==> src/hdl/bba_pkg.sv <==
`timescale 1ns / 1ps
`default_nettype none
// ----------------------------------------------------------------------------
// Bitmap block allocator package
// Field widths, command codes and register indexes shared by all files.
// ----------------------------------------------------------------------------
package bba_pkg;

  localparam int CMD_W      = 2;
  localparam int RUN_W      = 11;
  localparam int ADDR_W     = 32;
  localparam int START_W    = 10;
  localparam int CFG_DATA_W = 32;
  localparam int WORD_BITS  = 32;
  localparam int POS_W      = 5;

  typedef enum logic [CMD_W-1:0] {
    CMD_ALLOC = 2'd0,
    CMD_FREE  = 2'd1,
    CMD_FORCE = 2'd2
  } cmd_t;

  typedef enum logic [0:0] {
    REG_BASE   = 1'b0,
    REG_BLOCKS = 1'b1
  } cfg_reg_t;

endpackage
`default_nettype wire

==> src/hdl/bba_if.sv <==
`timescale 1ns / 1ps
`default_nettype none
// ----------------------------------------------------------------------------
// Bitmap block allocator channels
// Request and result channels with a valid/ready handshake.
// ----------------------------------------------------------------------------
interface bba_in_if;
  import bba_pkg::*;
  logic               valid;
  logic               ready;
  logic [CMD_W-1:0]   command;
  logic [RUN_W-1:0]   run_length;
  logic [ADDR_W-1:0]  block_address;
  logic [START_W-1:0] start_block;

  modport source (output valid, command, run_length, block_address, start_block,
                  input ready);
  modport sink   (input valid, command, run_length, block_address, start_block,
                  output ready);
endinterface

interface bba_out_if;
  import bba_pkg::*;
  logic              valid;
  logic              ready;
  logic [ADDR_W-1:0] result_address;
  logic              success;

  modport source (output valid, result_address, success, input ready);
  modport sink   (input valid, result_address, success, output ready);
endinterface
`default_nettype wire

==> src/hdl/bitmap_block_allocator.sv <==
`timescale 1ns / 1ps
`default_nettype none
// ----------------------------------------------------------------------------
// Bitmap block allocator
// First-fit run allocation, free by address and forced run allocation over a
// used/free bitmap held in a word-wide synchronous memory.
// ----------------------------------------------------------------------------
// The bitmap holds one bit per block, 32 blocks to a memory word. After reset
// the block runs a clearing pass that writes every word (block 0 is left
// reserved) and accepts no request meanwhile; configuration writes are taken
// at any time. Requests are handled one at a time. An allocate scans the
// words upward, one word per cycle, until a run fits or the last word has been
// scanned, then reads and writes back each word touched by the run to mark it.
// A free marks its one word the same way, a forced run each word it spans.
// The result sits in an output register, so the next request may be
// transferred while an earlier result waits.
// BLOCK_BYTES must be a power of two and MAX_BLOCKS a multiple of 32.
// ----------------------------------------------------------------------------
module bitmap_block_allocator #(
  parameter int MAX_BLOCKS  = 1024,
  parameter int BLOCK_BYTES = 4096
) (
  input  logic                           clk,
  input  logic                           rst_n,
  bba_in_if.sink                         in_ch,
  bba_out_if.source                      out_ch,
  input  logic                           cfg_we,
  input  bba_pkg::cfg_reg_t              cfg_addr,
  input  logic [bba_pkg::CFG_DATA_W-1:0] cfg_wdata
);
  import bba_pkg::*;

  localparam int WORDS  = MAX_BLOCKS / WORD_BITS;
  localparam int WAW    = (WORDS > 1) ? $clog2(WORDS) : 1;
  localparam int BIW    = WAW + POS_W;
  localparam int RW     = (BIW + 1 > RUN_W) ? BIW + 1 : RUN_W;
  localparam int SW     = RW + 1;
  localparam int LOG_BB = $clog2(BLOCK_BYTES);
  localparam logic [RW-1:0]  MAX_N     = RW'(MAX_BLOCKS);
  localparam logic [WAW-1:0] LAST_WORD = WAW'(WORDS - 1);

  typedef enum logic [5:0] {
    ST_CLEAR   = 6'b000001,
    ST_IDLE    = 6'b000010,
    ST_SCAN    = 6'b000100,
    ST_MARK_RD = 6'b001000,
    ST_MARK_WR = 6'b010000,
    ST_DONE    = 6'b100000
  } state_t;

  state_t               state_r, state_nxt;
  logic [ADDR_W-1:0]    base_r;
  logic [RUN_W-1:0]     nblk_r;
  cmd_t                 cmd_r, cmd_nxt;
  logic [RUN_W-1:0]     len_r, len_nxt;
  logic [ADDR_W-1:0]    addr_r, addr_nxt;
  logic [WAW-1:0]       word_r, word_nxt;
  logic [RW-1:0]        run_r, run_nxt;
  logic [RW-1:0]        lo_r, lo_nxt;
  logic [RW-1:0]        hi_r, hi_nxt;
  logic                 set_r, set_nxt;
  logic                 ok_r, ok_nxt;
  logic [WAW-1:0]       clr_r;
  logic                 out_valid_r, out_valid_nxt;
  logic [ADDR_W-1:0]    out_addr_r;
  logic                 out_ok_r;

  logic [RW-1:0]        nlim;
  logic                 in_xfer;
  logic                 done_fire;
  logic [ADDR_W-1:0]    off;
  logic [ADDR_W-1:0]    free_b;
  logic                 free_ok;
  logic [SW-1:0]        force_end;
  logic                 force_ok;

  logic                 mem_we;
  logic [WAW-1:0]       mem_waddr;
  logic [WORD_BITS-1:0] mem_wdata;
  logic [WAW-1:0]       mem_raddr;
  logic [WORD_BITS-1:0] mem_rdata;

  logic                 scan_hit;
  logic [POS_W-1:0]     scan_pos;
  logic [RW-1:0]        scan_run;
  logic [RW-1:0]        hit_idx;
  logic [RW-1:0]        first_idx;
  logic [WORD_BITS-1:0] mark_mask;
  logic [63:0]          lo_shift;
  logic [ADDR_W-1:0]    res_addr;

  // Configuration registers.
  always_ff @(posedge clk) begin
    if (!rst_n) begin
      base_r <= '0;
      nblk_r <= RUN_W'(1024);
    end else if (cfg_we) begin
      unique case (cfg_addr)
        REG_BASE:   base_r <= cfg_wdata;
        REG_BLOCKS: nblk_r <= cfg_wdata[RUN_W-1:0];
      endcase
    end
  end

  // The effective block count is the configured count capped by the bitmap.
  assign nlim = (RW'(nblk_r) > MAX_N) ? MAX_N : RW'(nblk_r);

  assign in_ch.ready = (state_r == ST_IDLE);
  assign in_xfer     = in_ch.valid && in_ch.ready;
  assign done_fire   = (state_r == ST_DONE) && (!out_valid_r || out_ch.ready);

  // A free must land on a block boundary inside the managed range.
  assign off     = in_ch.block_address - base_r;
  assign free_b  = off >> LOG_BB;
  assign free_ok = (off[LOG_BB-1:0] == '0) && (free_b < ADDR_W'(nlim));

  assign force_end = SW'(in_ch.start_block) + SW'(in_ch.run_length);
  assign force_ok  = (in_ch.run_length != '0) && (RW'(in_ch.start_block) < nlim) &&
                     (force_end <= SW'(nlim));

  bba_run_scan #(
    .WAW (WAW),
    .RW  (RW)
  ) u_scan (
    .word_idx (word_r),
    .word     (mem_rdata),
    .blk_lim  (nlim),
    .run_in   (run_r),
    .len      (RW'(len_r)),
    .hit      (scan_hit),
    .hit_pos  (scan_pos),
    .run_out  (scan_run)
  );

  assign hit_idx   = RW'({word_r, scan_pos});
  assign first_idx = hit_idx + RW'(1) - RW'(len_r);

  // Bits of the current word that fall inside the run being marked.
  always_comb begin
    for (int k = 0; k < WORD_BITS; k++) begin
      mark_mask[k] = (RW'({word_r, POS_W'(k)}) >= lo_r) &&
                     (RW'({word_r, POS_W'(k)}) <= hi_r);
    end
  end

  // Memory access. Marking reads a word and writes it back in the next cycle
  // before the following word is read.
  always_comb begin
    mem_we    = 1'b0;
    mem_waddr = word_r;
    mem_wdata = set_r ? (mem_rdata | mark_mask) : (mem_rdata & ~mark_mask);
    if (state_r == ST_CLEAR) begin
      mem_we    = 1'b1;
      mem_waddr = clr_r;
      mem_wdata = {{(WORD_BITS-1){1'b0}}, (clr_r == '0)};
    end else if (state_r == ST_MARK_WR) begin
      mem_we    = 1'b1;
    end
  end

  always_comb begin
    unique case (state_r)
      ST_IDLE: mem_raddr = '0;
      ST_SCAN: mem_raddr = word_r + WAW'(1);
      default: mem_raddr = word_r;
    endcase
  end

  bba_bitmap_mem #(
    .DEPTH (WORDS),
    .AW    (WAW)
  ) u_mem (
    .clk       (clk),
    .we        (mem_we),
    .waddr     (mem_waddr),
    .wdata     (mem_wdata),
    .raddr     (mem_raddr),
    .rd_data_r (mem_rdata)
  );

  // Request sequencer.
  always_comb begin
    state_nxt = state_r;
    cmd_nxt   = cmd_r;
    len_nxt   = len_r;
    addr_nxt  = addr_r;
    word_nxt  = word_r;
    run_nxt   = run_r;
    lo_nxt    = lo_r;
    hi_nxt    = hi_r;
    set_nxt   = set_r;
    ok_nxt    = ok_r;
    unique case (state_r)
      ST_CLEAR: begin
        if (clr_r == LAST_WORD) begin
          state_nxt = ST_IDLE;
        end
      end
      ST_IDLE: begin
        if (in_xfer) begin
          cmd_nxt   = cmd_t'(in_ch.command);
          len_nxt   = in_ch.run_length;
          addr_nxt  = in_ch.block_address;
          ok_nxt    = 1'b0;
          state_nxt = ST_DONE;
          unique case (in_ch.command)
            CMD_ALLOC: begin
              if (in_ch.run_length != '0 && nlim != '0) begin
                word_nxt  = '0;
                run_nxt   = '0;
                state_nxt = ST_SCAN;
              end
            end
            CMD_FREE: begin
              if (free_ok) begin
                lo_nxt    = RW'(free_b);
                hi_nxt    = RW'(free_b);
                set_nxt   = 1'b0;
                word_nxt  = free_b[BIW-1:POS_W];
                state_nxt = ST_MARK_RD;
              end
            end
            CMD_FORCE: begin
              if (force_ok) begin
                lo_nxt    = RW'(in_ch.start_block);
                hi_nxt    = RW'(force_end - SW'(1));
                set_nxt   = 1'b1;
                word_nxt  = lo_nxt[BIW-1:POS_W];
                state_nxt = ST_MARK_RD;
              end
            end
            default: ;
          endcase
        end
      end
      ST_SCAN: begin
        if (scan_hit) begin
          lo_nxt    = first_idx;
          hi_nxt    = hit_idx;
          set_nxt   = 1'b1;
          word_nxt  = first_idx[BIW-1:POS_W];
          state_nxt = ST_MARK_RD;
        end else if (word_r == LAST_WORD) begin
          state_nxt = ST_DONE;
        end else begin
          word_nxt = word_r + WAW'(1);
          run_nxt  = scan_run;
        end
      end
      ST_MARK_RD: begin
        state_nxt = ST_MARK_WR;
      end
      ST_MARK_WR: begin
        if (word_r == hi_r[BIW-1:POS_W]) begin
          ok_nxt    = 1'b1;
          state_nxt = ST_DONE;
        end else begin
          word_nxt  = word_r + WAW'(1);
          state_nxt = ST_MARK_RD;
        end
      end
      ST_DONE: begin
        if (done_fire) begin
          state_nxt = ST_IDLE;
        end
      end
      default: state_nxt = ST_IDLE;
    endcase
  end

  // Result address: a free echoes the request, a run gives its first block.
  assign lo_shift = 64'(lo_r) << LOG_BB;
  always_comb begin
    res_addr = '0;
    if (ok_r) begin
      res_addr = (cmd_r == CMD_FREE) ? addr_r : base_r + lo_shift[ADDR_W-1:0];
    end
  end

  always_comb begin
    out_valid_nxt = out_valid_r;
    if (done_fire) begin
      out_valid_nxt = 1'b1;
    end else if (out_ch.ready) begin
      out_valid_nxt = 1'b0;
    end
  end

  always_ff @(posedge clk) begin
    if (!rst_n) begin
      state_r     <= ST_CLEAR;
      clr_r       <= '0;
      out_valid_r <= 1'b0;
      ok_r        <= 1'b0;
    end else begin
      state_r     <= state_nxt;
      out_valid_r <= out_valid_nxt;
      ok_r        <= ok_nxt;
      if (state_r == ST_CLEAR) begin
        clr_r <= clr_r + WAW'(1);
      end
    end
  end

  always_ff @(posedge clk) begin
    cmd_r  <= cmd_nxt;
    len_r  <= len_nxt;
    addr_r <= addr_nxt;
    word_r <= word_nxt;
    run_r  <= run_nxt;
    lo_r   <= lo_nxt;
    hi_r   <= hi_nxt;
    set_r  <= set_nxt;
    if (done_fire) begin
      out_addr_r <= res_addr;
      out_ok_r   <= ok_r;
    end
  end

  assign out_ch.valid          = out_valid_r;
  assign out_ch.result_address = out_addr_r;
  assign out_ch.success        = out_ok_r;

`ifndef SYNTHESIS
  // A refused request always reports address zero.
  a_fail_zero: assert property (@(posedge clk) disable iff (!rst_n)
    (out_ch.valid && !out_ch.success) |-> (out_ch.result_address == '0))
    else $error("refused result carries a nonzero address");

  // The bitmap is written only by the clearing pass or a mark write-back.
  a_write_state: assert property (@(posedge clk) disable iff (!rst_n)
    mem_we |-> (state_r == ST_CLEAR || state_r == ST_MARK_WR))
    else $error("bitmap written outside clear or mark");

  // Once a request is transferred no second one is taken until it finishes.
  a_one_at_a_time: assert property (@(posedge clk) disable iff (!rst_n)
    (in_ch.valid && in_ch.ready) |=> !in_ch.ready)
    else $error("request accepted while another is in progress");
`endif

endmodule
`default_nettype wire

==> src/hdl/bba_bitmap_mem.sv <==
`timescale 1ns / 1ps
`default_nettype none
// ----------------------------------------------------------------------------
// Bitmap word memory
// One write port and one read port, read data registered.
// ----------------------------------------------------------------------------
module bba_bitmap_mem #(
  parameter int DEPTH = 32,
  parameter int AW    = 5
) (
  input  logic                          clk,
  input  logic                          we,
  input  logic [AW-1:0]                 waddr,
  input  logic [bba_pkg::WORD_BITS-1:0] wdata,
  input  logic [AW-1:0]                 raddr,
  output logic [bba_pkg::WORD_BITS-1:0] rd_data_r
);
  import bba_pkg::*;

  logic [WORD_BITS-1:0] mem_r [DEPTH];

  always_ff @(posedge clk) begin
    if (we) begin
      mem_r[waddr] <= wdata;
    end
    rd_data_r <= mem_r[raddr];
  end

endmodule
`default_nettype wire

==> src/hdl/bba_run_scan.sv <==
`timescale 1ns / 1ps
`default_nettype none
// ----------------------------------------------------------------------------
// Free run scanner
// Extends the running count of free blocks across one bitmap word and finds
// the first bit position at which the run reaches the requested length.
// ----------------------------------------------------------------------------
module bba_run_scan #(
  parameter int WAW = 5,
  parameter int RW  = 11
) (
  input  logic [WAW-1:0]                word_idx,
  input  logic [bba_pkg::WORD_BITS-1:0] word,
  input  logic [RW-1:0]                 blk_lim,
  input  logic [RW-1:0]                 run_in,
  input  logic [RW-1:0]                 len,
  output logic                          hit,
  output logic [bba_pkg::POS_W-1:0]     hit_pos,
  output logic [RW-1:0]                 run_out
);
  import bba_pkg::*;

  logic [WORD_BITS-1:0] used;
  logic [WORD_BITS-1:0] hit_k;
  logic [RW-1:0]        run_k [WORD_BITS];

  // Blocks past the managed count behave as used.
  always_comb begin
    for (int k = 0; k < WORD_BITS; k++) begin
      used[k] = word[k] | (RW'({word_idx, POS_W'(k)}) >= blk_lim);
    end
  end

  always_comb begin
    logic             seen;
    logic [POS_W-1:0] last;
    seen = 1'b0;
    last = '0;
    for (int k = 0; k < WORD_BITS; k++) begin
      seen = 1'b0;
      last = '0;
      for (int j = 0; j <= k; j++) begin
        if (used[j]) begin
          seen = 1'b1;
          last = POS_W'(j);
        end
      end
      run_k[k] = seen ? RW'(POS_W'(k) - last) : run_in + RW'(k + 1);
      hit_k[k] = (run_k[k] >= len);
    end
  end

  always_comb begin
    hit_pos = '0;
    for (int k = WORD_BITS - 1; k >= 0; k--) begin
      if (hit_k[k]) begin
        hit_pos = POS_W'(k);
      end
    end
  end

  assign hit     = |hit_k;
  assign run_out = run_k[WORD_BITS-1];

endmodule
`default_nettype wire
==> src/flat_wrapper.sv <==
// flat-port wrapper written by rule: the top's interface ports become plain ports
module bitmap_block_allocator_flat import bba_pkg::*;
#(
  parameter int MAX_BLOCKS  = 1024,
  parameter int BLOCK_BYTES = 4096
)
  (clk, rst_n, cfg_we, cfg_addr, cfg_wdata, in_ch_valid, in_ch_command, in_ch_run_length, in_ch_block_address, in_ch_start_block, in_ch_ready, out_ch_valid, out_ch_result_address, out_ch_success, out_ch_ready);
  bba_in_if in_ch_i ();
  bba_out_if out_ch_i ();
  input  logic clk;
  input  logic rst_n;
  input  logic cfg_we;
  input  bba_pkg::cfg_reg_t cfg_addr;
  input  logic [bba_pkg::CFG_DATA_W-1:0] cfg_wdata;
  input wire logic [$bits(in_ch_i.valid)-1:0] in_ch_valid;
  input wire logic [$bits(in_ch_i.command)-1:0] in_ch_command;
  input wire logic [$bits(in_ch_i.run_length)-1:0] in_ch_run_length;
  input wire logic [$bits(in_ch_i.block_address)-1:0] in_ch_block_address;
  input wire logic [$bits(in_ch_i.start_block)-1:0] in_ch_start_block;
  output wire logic [$bits(in_ch_i.ready)-1:0] in_ch_ready;
  output wire logic [$bits(out_ch_i.valid)-1:0] out_ch_valid;
  output wire logic [$bits(out_ch_i.result_address)-1:0] out_ch_result_address;
  output wire logic [$bits(out_ch_i.success)-1:0] out_ch_success;
  input wire logic [$bits(out_ch_i.ready)-1:0] out_ch_ready;
  assign in_ch_i.valid = in_ch_valid;
  assign in_ch_i.command = in_ch_command;
  assign in_ch_i.run_length = in_ch_run_length;
  assign in_ch_i.block_address = in_ch_block_address;
  assign in_ch_i.start_block = in_ch_start_block;
  assign in_ch_ready = in_ch_i.ready;
  assign out_ch_valid = out_ch_i.valid;
  assign out_ch_result_address = out_ch_i.result_address;
  assign out_ch_success = out_ch_i.success;
  assign out_ch_i.ready = out_ch_ready;
  bitmap_block_allocator #(.MAX_BLOCKS(MAX_BLOCKS), .BLOCK_BYTES(BLOCK_BYTES)) u_core (.clk(clk), .rst_n(rst_n), .in_ch(in_ch_i), .out_ch(out_ch_i), .cfg_we(cfg_we), .cfg_addr(cfg_addr), .cfg_wdata(cfg_wdata));
endmodule
==> config.mk <==
export PLATFORM = sky130hd
export DESIGN_NAME = bitmap_block_allocator_flat
export DESIGN_NICKNAME = d
export VERILOG_FILES = /design/src/hdl/bba_pkg.sv /design/src/hdl/bba_if.sv /design/src/hdl/bitmap_block_allocator.sv /design/src/hdl/bba_bitmap_mem.sv /design/src/hdl/bba_run_scan.sv /design/src/flat_wrapper.sv
export SDC_FILE = /design/constraint.sdc
export NUM_CORES = 2
export LEC_CHECK = 0
export BUFFER_PORTS_ARGS = -buffer_cell sky130_fd_sc_hd__buf_2
export CAP_MARGIN = 20
export CORE_ASPECT_RATIO = 1.25
export CORE_MARGIN = 1.5
export CORE_UTILIZATION = 45
export DETAILED_ROUTE_END_ITERATION = 6
export GPL_TIMING_DRIVEN = 1
export PLACE_DENSITY_LB_ADDON = 0.1
export SYNTH_ARGS = -nofsm -noshare
export SYNTH_HDL_FRONTEND = slang
export SYNTH_SLANG_ARGS = --single-unit
==> constraint.sdc <==
create_clock -name clk -period 10.4 [get_ports clk]
set_input_delay 2.08 -clock clk [delete_from_list [all_inputs] [get_ports clk]]
set_output_delay 2.08 -clock clk [all_outputs]
set_load 0.005 [all_outputs]
==> run metrics <==
syn_nets between 6000 and 7000; pwr/cell area around 170 nW/um^2; vias in the first global route around 49000; htree depth 3; post-route ant nets 0; Clock Latency Late Sink 0.80 ns; Final Hold Viols 0; RSZ-0062 raised after global routing false; hold_sp u_core.base_r[30]; final WL between 200000 and 250000 um; Core Rows approximately 160; hold endpoint u_core.base_r[30]; largest net degree at the start of global routing between 100 and 150; FF-to-FF path depth 38; CTS tree built; Post-synth top cells 1141 x edfxtp_1, 739 x nand2_1, 529 x ha_1; Hold-fix buffers, CTS 0; placed cell area around 74000 um^2; synth unique cells approximately 120; asr flop ratio synth 0; first-pass GRT wire length between 300000 and 400000 um; die area around 160000 um^2; crit path time final around 10 ns; Area growth, synth to finish 11.6%; First-pass DRT Iterations 7; fraction of layout cells with a size suffix above 1 0.152; initial antenna violation count 4; max-slew violations 0; clock root cell clkbuf_16; Ports ~130; Main synth FF type edfxtp_1; Synth Register Bits 1229; CP max FO 14; total track usage 0.301; dpl hpwl 156000 um; Yosys warning total 0; slowest stage cell, crit path a2111oi_2; type of origin of the critical path flip-flop; Clk pin slew, worst setup/hold paths approximately 0.06 ns; number of max-cap violations 0; worst slew pin tran 1.22 ns; fin crit share 0.959; worst r2r src u_core.nblk_r[10]; Inserted Clock Buffers 118; vias per cell approximately 6.1; hold path depth 2; peak supply drop 0.152 mV; pre-CTS WS just over 0.4 ns; TNS Setup 0 ns; post-synthesis sequential area ratio 0.517; total gr overflow 0; Largest stage delay, worst path approximately 0.60 ns; DRC Markers 0; Synth Instances between 5000 and 6000; # setup viols final 0; run status complete, no violations; DR WL/cell 29.2 um; First DRT Iteration DRCs 4630; GPL Wtd Cong 0.993; Lkg Pwr roughly 29 nW; Data arrival, critical path 10.42 ns; top-count cell post-synth edfxtp_1; Synth area leaders edfxtp_1 49%, ha_1 9.5%, mux4_2 8.3%; # port buffers roughly 130; synthesized cell area approximately 70000 um^2; top cell type's share of synthesized area 0.492; hold slack roughly 0.46 ns; worst setup path class flip-flop to flip-flop; min setup slack post-route around 0.43 ns; number of flops mapped to enable cells by yosys between 1000 and 1500; initial core utilization 0.453; Fill cells 13800; CP Capture Type flip-flop; Layout Nets about 6700; clk buf depth 3; final instance area 77700 um^2; Yosys top cell by area edfxtp_1; Core Area between 150000 and 200000 um^2; FF-to-FF setup slack ~0.43 ns; # clock sinks between 1000 and 1500; clk_skew ~0.09 ns; Hold/Removal Path Class flip-flop to flip-flop; Vert. Die Dim between 400 and 500 um; Die X 355 um; f_max roughly 0.1 GHz; synthesized area per cell around 12 um^2; max_slew headroom 0.182; reg2reg end u_core.word_r[4]; CP required 10.85 ns; DR vias 50200
==> state kept, by name, summed over array words and instances (netlist names) <==
signal / count
u_core.word_r: 5
u_core.clr_r: 5
u_core.hi_r: 11
u_core.out_ch.result_address: 32
u_core.base_r: 32
u_core.len_r: 11
u_core.lo_r: 11
u_core.set_r: 1
u_core.out_ch.valid: 1
u_core.state_r: 6
u_core.ok_r: 1
u_core.nblk_r: 11
u_core.run_r: 11
u_core.cmd_r: 2
u_core.out_ch.success: 1
u_core.addr_r: 32
u_core.u_mem.rd_data_r: 32
u_core.u_mem.mem_r: 1024
==> routing by layer <==
layer	routed length, um	global-route usage
met5	13	0
met4	11400	0.132
met3	12700	0.0300
met2	117000	0.504
met1	98500	0.397
==> cell type report <==
cell class                      instances  area, um^2  area share
Antenna cell                            2        5.00   0.0000644
Clock buffer                          174        3310      0.0426
Clock inverter                         51         524     0.00675
Inverter                              149         559     0.00720
Multi-Input combinational cell       4224       32400       0.417
Sequential cell                      1229       36000       0.464
Tap cell                             2037        2550      0.0328
Timing Repair Buffer                  325        2330      0.0300
==> worst max-delay path, delay by kind of cell, from the launching register on <==
family	cells	cell delay, ns
flip-flops	1	0.31
adder cells (fa/ha/maj)	6	1.83
XOR/XNOR	1	0.21
buffers and inverters	2	0.33
AO/OA/AOI/OAI	19	5.28
AND/OR/NAND/NOR	10	1.73
==> cells in the final DEF (no fill, tap or decap), types with 17 or more instances in the layout <==
cell type	n
o21a_1	42
nand2b_1	65
nor2_2	23
inv_1	144
clkinv_2	22
mux2i_1	48
nor3_1	63
buf_2	128
o2111ai_1	17
edfxtp_1	1141
xnor2_1	180
and2_1	27
o211ai_1	33
a211oi_1	60
or3_1	23
buf_4	174
o21ai_0	245
nor2_4	35
or2_2	19
xor2_1	98
nand3_1	244
a21oi_1	361
ha_1	529
nand4_1	29
a211o_1	23
o22ai_1	21
a21o_1	67
and3_1	40
nor2_1	462
a21boi_0	28
clkbuf_1	41
nor2b_1	70
a31oi_1	42
dfxtp_1	88
mux4_2	256
nor4_1	28
nand2_1	739
clkbuf_16	118
==> stage by stage <==
| stage | power [W] | instances | utilization |
|---|---|---|---|
| final | 0.0129 | 8191 | 0.505 |
| after global routing | 0.0134 | 8190 | 0.505 |
| after CTS | 0.0130 | 8169 | 0.503 |
| after detailed placement | 0.00870 | 7944 | 0.478 |
| after global placement | 0.00869 | 7941 | 0.478 |
| after floorplan | 0.00768 | 5874 | - |
==> worst max-delay path by stage <==
stage | from | endpoint | slack [ns] | cells past startpoint
after detailed placement | u_core.nblk_r[10] | u_core.word_r[4] | 0.41 | 42
after CTS | u_core.nblk_r[10] | u_core.word_r[4] | 0.35 | 42
after global routing | u_core.nblk_r[10] | u_core.word_r[4] | 0.006 | 38
final | u_core.nblk_r[10] | u_core.word_r[4] | 0.43 | 38
after floorplan | u_core.nblk_r[10] | u_core.word_r[3] | 2.08 | 43
after global placement | u_core.nblk_r[10] | u_core.word_r[4] | 0.42 | 43
==> power breakdown <==
part	leakage (nW)	switching, W	internal [W]	total [W]
logic	15.7	0.00181	0.00101	0.00281
registers	11.3	0.000106	0.00575	0.00586
clock network	1.87	0.00193	0.00235	0.00428
total	28.9	0.00384	0.00910	0.0129
==> what timing repair did <==
action	4_1_cts	5_1_grt
setup endpoints to repair	0	6
resized for setup	0	7
buffers inserted	0	3
hold endpoints to repair	0	0
==> kinds of logic after synthesis <==
group	share of synthesized area
DFF	0.517
xor gates and xnor gates	0.0351
buffers and inverters	0.0244
muxes	0.0908
and+or+nand+nor	0.130
AOI/OAI and AO/OA	0.106
adders and majority gates	0.0962
No activity file was read; power rests on OpenSTA's default activity.
